==> config.mk <==
export PLATFORM = sky130hd
export DESIGN_NAME = msort_ram
export DESIGN_NICKNAME = d
export VERILOG_FILES = /design/src/rtl/core/msort_ram.sv
export SDC_FILE = /design/constraint.sdc
export NUM_CORES = 2
export LEC_CHECK = 0
export BUFFER_PORTS_ARGS = -buffer_cell sky130_fd_sc_hd__buf_2
export CAP_MARGIN = 20
export CORE_MARGIN = 1
export CORE_UTILIZATION = 30
export DETAILED_ROUTE_END_ITERATION = 6
export PLACE_DENSITY = 0.48
export RECOVER_POWER = 100
export SYNTH_ARGS = -nofsm -noshare
export SYNTH_HDL_FRONTEND = slang
export SYNTH_SLANG_ARGS = --single-unit
==> constraint.sdc <==
create_clock -name clock -period 10.8 [get_ports clock]
set_clock_uncertainty 0.2 [all_clocks]
set_input_delay 2.16 -clock clock [delete_from_list [all_inputs] [get_ports clock]]
set_output_delay 2.16 -clock clock [all_outputs]
set_load 0.01 [all_outputs]
==> src/rtl/core/msort_ram.sv <==
`default_nettype none

module msort_ram #(
   parameter int DATA_W    = 32,
   parameter int NUM_WORDS = 64
) (
   input  wire logic                         clock,
   input  wire logic                         wr_en,
   input  wire logic [$clog2(NUM_WORDS)-1:0] wr_addr,
   input  wire logic [DATA_W-1:0]            wr_data,
   input  wire logic [$clog2(NUM_WORDS)-1:0] rd_addr_a,
   output logic      [DATA_W-1:0]            rd_data_a,
   input  wire logic [$clog2(NUM_WORDS)-1:0] rd_addr_b,
   output logic      [DATA_W-1:0]            rd_data_b
);

   logic [DATA_W-1:0] mem_ff [NUM_WORDS];

   // One write port and two registered read ports.
   always_ff @(posedge clock) begin
      if (wr_en) begin
         mem_ff[wr_addr] <= wr_data;
      end
      rd_data_a <= mem_ff[rd_addr_a];
      rd_data_b <= mem_ff[rd_addr_b];
   end

endmodule

`default_nettype wire

# Yosys cells after proc, flatten, opt, wreduce, memory -nomap -nowiden
# Memories as Yosys holds them, arrays and structs flattened. A register that Yosys moved wholly into a read port is not among the register bits.
# Index checks and enable logic that the tools add are counted.
totals:
  register_bits: 0
  ram_bits: 2048
  word_cells: 3
  output_inout_bits: 64
  memories: 1
mem_list:
  columns: ["name", "words", "width", "rd", "rd_clocked_by_memory_dff", "write_ports", "line", "rtl"]
  rows:
  - ["mem_ff", 64, 32, 2, 2, 1, "17", "logic [DATA_W-1:0] mem_ff [NUM_WORDS];"]
op_classes:
  mux: 2
ops:
  columns: ["operator", "n"]
  rows:
  - ["$mux W1", 2]

# Depth between registers and ports, before layout
logic_depth:
  word_depth: 2
  depth_mapped: 10

# Worst setup path before layout
# Ideal clock, no wire load.
synth_timing:
  kind: "input port to flip-flop"
  startpoint: "input port wr_addr[3]"
  endpoint: "memory mem_ff[48][0], enable pin"
  path_buffers: 1
  path_stages: 4
  arrival_time_ps: 4890
  setup_slack_ps: 5249
  cell_sequence: "clkbuf_1 nor2b_1 nand4b_1 nor3_1"
synth_lines:
  columns: ["element", "line", "rtl"]
  rows:
  - ["start, declared", "9", "input wire logic [$clog2(NUM_WORDS)-1:0] wr_addr,"]
  - ["end, declared", "17", null]
# No word-level cell before the write port.

==> metrics.md <==
| Metric | Value |
|---|---|
| DRC Markers | `0` |
| Post-route insts no fill | `8,931` |
| WL final | `331,000 microns` |
| Largest net degree at the start of global routing | `110` |
| Drt wl/cell | `37.1 microns` |
| Setup TNS | `0 ps` |
| Cell Area, Synth | `95,700 sq um` |
| Worst skew pair latency | `910 ps` |
| Crit path buf inv count | `3` |
| H-tree depth | `4` |
| GRT Residual Overflow | `0` |
| Core Footprint | `316,000 sq um` |
| Crit-path cells | `buf_8, clkbuf_1, clkbuf_1, mux4_2, o22ai_1, nor2_1` |
| Nets | `4,628` |
| WHS | `707 ps` |
| Failing checks | `capacitance limit, slew limit` |
| Post-cts sizing count | `0` |
| Syn Inst Count | `4,412` |
| Post-route antenna net violation count | `0` |
| Starting density of the core | `30.3%` |
| CTS hold repair buffers | `0` |
| Fin. Hold Viols | `0` |
| Setup crit start kind | `input pin` |
| Max cap viols | `119` |
| Most used DFF post-synth | `edfxtp_1` |
| Post-synthesis async set-or-reset flop share | `0%` |
| WP depth | `6` |
| Top cell family by delay on the critical path | `buffers and inverters` |
| Io pins | `116` |
| Slowest Stage Delay on Critical Path | `2190 ps` |
| Total clock buffers created by CTS | `227` |
| Row count | `206` |
| Reg2Reg Setup Slack | `8120 ps` |
| Vias per Instance | `5.70` |
| # Post-CTS Setup Buffers | `0` |
| Share of cells above drive strength 1 | `34.6%` |
| Final-layout fill cell count | `29,400` |
| Layout Utilization | `34.3%` |
| CP Capture Point | `rd_data_a[10]` |
| Number of synthesized flops with an enable pin | `2,048` |
| # clock sinks | `2,112` |
| Gr usage total | `20.3%` |
| Status | `finished with violations` |
| Hpwl dp | `183,000 microns` |
| IO buf count | `115` |
| Critical path endpoint category | `flop` |
| Routed via count | `50,900` |
| Die Width | `567 microns` |
| Cell area power density | `170 nW/um^2` |
| Hold Path Class | `flop to flop` |
| Worst path slowest cell | `clkbuf_1` |
| Warnings from Yosys | `0` |
| Min Tclk post-route | `7810 ps` |
| Netlist cell types | `38` |
| #FFs+latches synth | `2,112` |
| Die area | `321,000 sq um` |
| Pins over their slew limit | `4,384` |
| Period utilization | `72.3%` |
| Reg-to-Reg End | `rd_data_b[14]` |
| Clock transition at path regs | `60 ps` |
| WP data arrival | `8290 ps` |
| Clock root buffer | `clkbuf_16` |
| Seq/Total Area, Yosys | `65.6%` |
| CTS max path bufs | `4` |
| Die Ht | `567 microns` |
| DRT iter0 DRCs | `5,731` |
| Max Freq | `0.128 GHz` |
| Synthesized area per cell | `21.7 sq um` |
| P_leak | `32.9 nW` |
| Slew @ Worst Pin | `4480 ps` |
| Final setup fails | `0` |
| Worst Setup SP | `rd_addr_a[1]` |
| Layout area overhead | `13.3%` |
| Dpl cells | `8,487` |
| Crit path max fanout | `42` |
| Reg2reg start | `mem_ff[3][14]` |
| R2R cell count | `4` |
| Hold Crit Start | `mem_ff[36][18]` |
| Vias in the first global route | `52,900` |
| Crit path kind | `input pin to flop` |
| Initial antenna violation count | `30` |
| Syn Nets | `4,464` |
| RSZ-0062 raised after global routing | `no` |
| CTS tree | `yes` |
| 1st-pass router iterations | `5` |
| Max_slew headroom | `-199%` |
| Gp weighted congestion | `0.775` |
| Worst EP required | `11,290 ps` |
| First-pass GRT wire length | `454,000 microns` |
| Most frequent CP cell | `clkbuf_1` |
| Maximum vdd drop | `122 uV` |
-- flip-flops by register name, summed over array words and instances (netlist names) --
signal / flops
mem_ff: 2048
rd_data_a: 32
rd_data_b: 32
-- metrics by stage --
step,power [mW],setup slack (ps),cell area (sq um)
5_1_grt,19.0,2830,108000
3_5_place_dp,10.8,4620,102000
3_3_place_gp,10.8,4080,102000
6_report,18.5,2990,108000
4_1_cts,18.6,5600,109000
2_1_floorplan,10.2,5250,95700
-- final cells by class --
cell class / instances / area, sq um / share of cell area, %
tap: 4160 / 5200 / 4.80
sequential: 2112 / 62800 / 57.9
clock buffer: 314 / 6340 / 5.85
inverter: 1 / 3.75 / 0.00346
antenna: 13 / 32.5 / 0.0300
timing repair buffer: 282 / 1600 / 1.47
multi-input combinational: 1952 / 31500 / 29.0
clock inverter: 97 / 976 / 0.900
-- power by group --
| part | internal, mW | leakage [nW] | switching [mW] | total, mW |
|---|---|---|---|---|
| sequential | 9.09 | 19.0 | 0.0774 | 9.17 |
| clock | 4.51 | 3.61 | 3.30 | 7.81 |
| combinational | 0.592 | 10.3 | 0.898 | 1.49 |
-- cells in the final DEF (no fill, tap or decap), types with 13 or more instances in the layout --
master / count
a211oi_1: 15
a21oi_1: 58
a221oi_1: 13
a22oi_1: 85
buf_12: 14
buf_2: 18
buf_4: 43
bufinv_16: 18
clkbuf_1: 246
clkbuf_16: 227
clkbuf_8: 34
clkinv_1: 20
clkinv_2: 48
dfxtp_1: 64
diode_2: 13
edfxtp_1: 2048
mux2_2: 36
mux2i_1: 204
mux4_2: 1124
nand2_1: 91
nor2_1: 52
nor2_4: 41
nor2b_1: 14
o211ai_1: 27
o21ai_0: 23
o21ai_1: 26
o221ai_1: 16
o22ai_1: 56
-- cell usage after synthesis, types with 18 or more instances --
| cell type | n | area [sq um] |
|---|---|---|
| a21oi_1 | 58 | 290 |
| a22oi_1 | 85 | 638 |
| buf_1 | 25 | 93.8 |
| buf_2 | 121 | 606 |
| buf_4 | 55 | 413 |
| clkbuf_1 | 135 | 507 |
| dfxtp_1 | 64 | 1280 |
| edfxtp_1 | 2048 | 61500 |
| mux2_2 | 36 | 405 |
| mux2i_1 | 204 | 2040 |
| mux4_2 | 1124 | 25300 |
| nand2_1 | 93 | 349 |
| nor2_1 | 94 | 353 |
| nor2b_1 | 19 | 119 |
| o211ai_1 | 27 | 203 |
| o21ai_0 | 18 | 90.1 |
| o21ai_1 | 31 | 155 |
| o22ai_1 | 56 | 350 |
-- worst min path at each step --
stage	end	slack [ps]	depth (start not counted)
floorplan	rd_data_a[0]	580	4
global placement	rd_data_a[18]	670	4
detailed placement	rd_data_a[18]	680	4
CTS	rd_data_a[18]	700	4
global route	rd_data_a[18]	720	4
finish	rd_data_a[18]	710	4
-- routing by layer --
metal | wire [microns] | up-vias | part of all wire (%) | global-route usage, %
li1 | - | 19900 | - | -
met1 | 135000 | 28500 | 41 | 27.3
met2 | 162000 | 2126 | 49 | 33.7
met3 | 24800 | 429 | 7.5 | 3.65
met4 | 9970 | 6 | 3.0 | 5.90
met5 | 37 | - | 0.011 | 0
-- kinds of logic (layout without fill, tap and decap cells) --
group	after synthesis	count (layout)	share of synthesized area, %
muxes	1364	1364	29.0
DFF	2112	2112	65.6
AOI/OAI and AO/OA	340	340	2.39
and+or+nand+nor	248	248	1.13
other	0	13	0
buffers and inverters	348	694	1.83
-- worst register-to-register path: stages (launching register included) --
cell,delay [ps]
edfxtp_1,390
mux4_2,490
mux4_2,470
o22ai_1,870
a21oi_1,100
(Power assumes the default switching activity.)
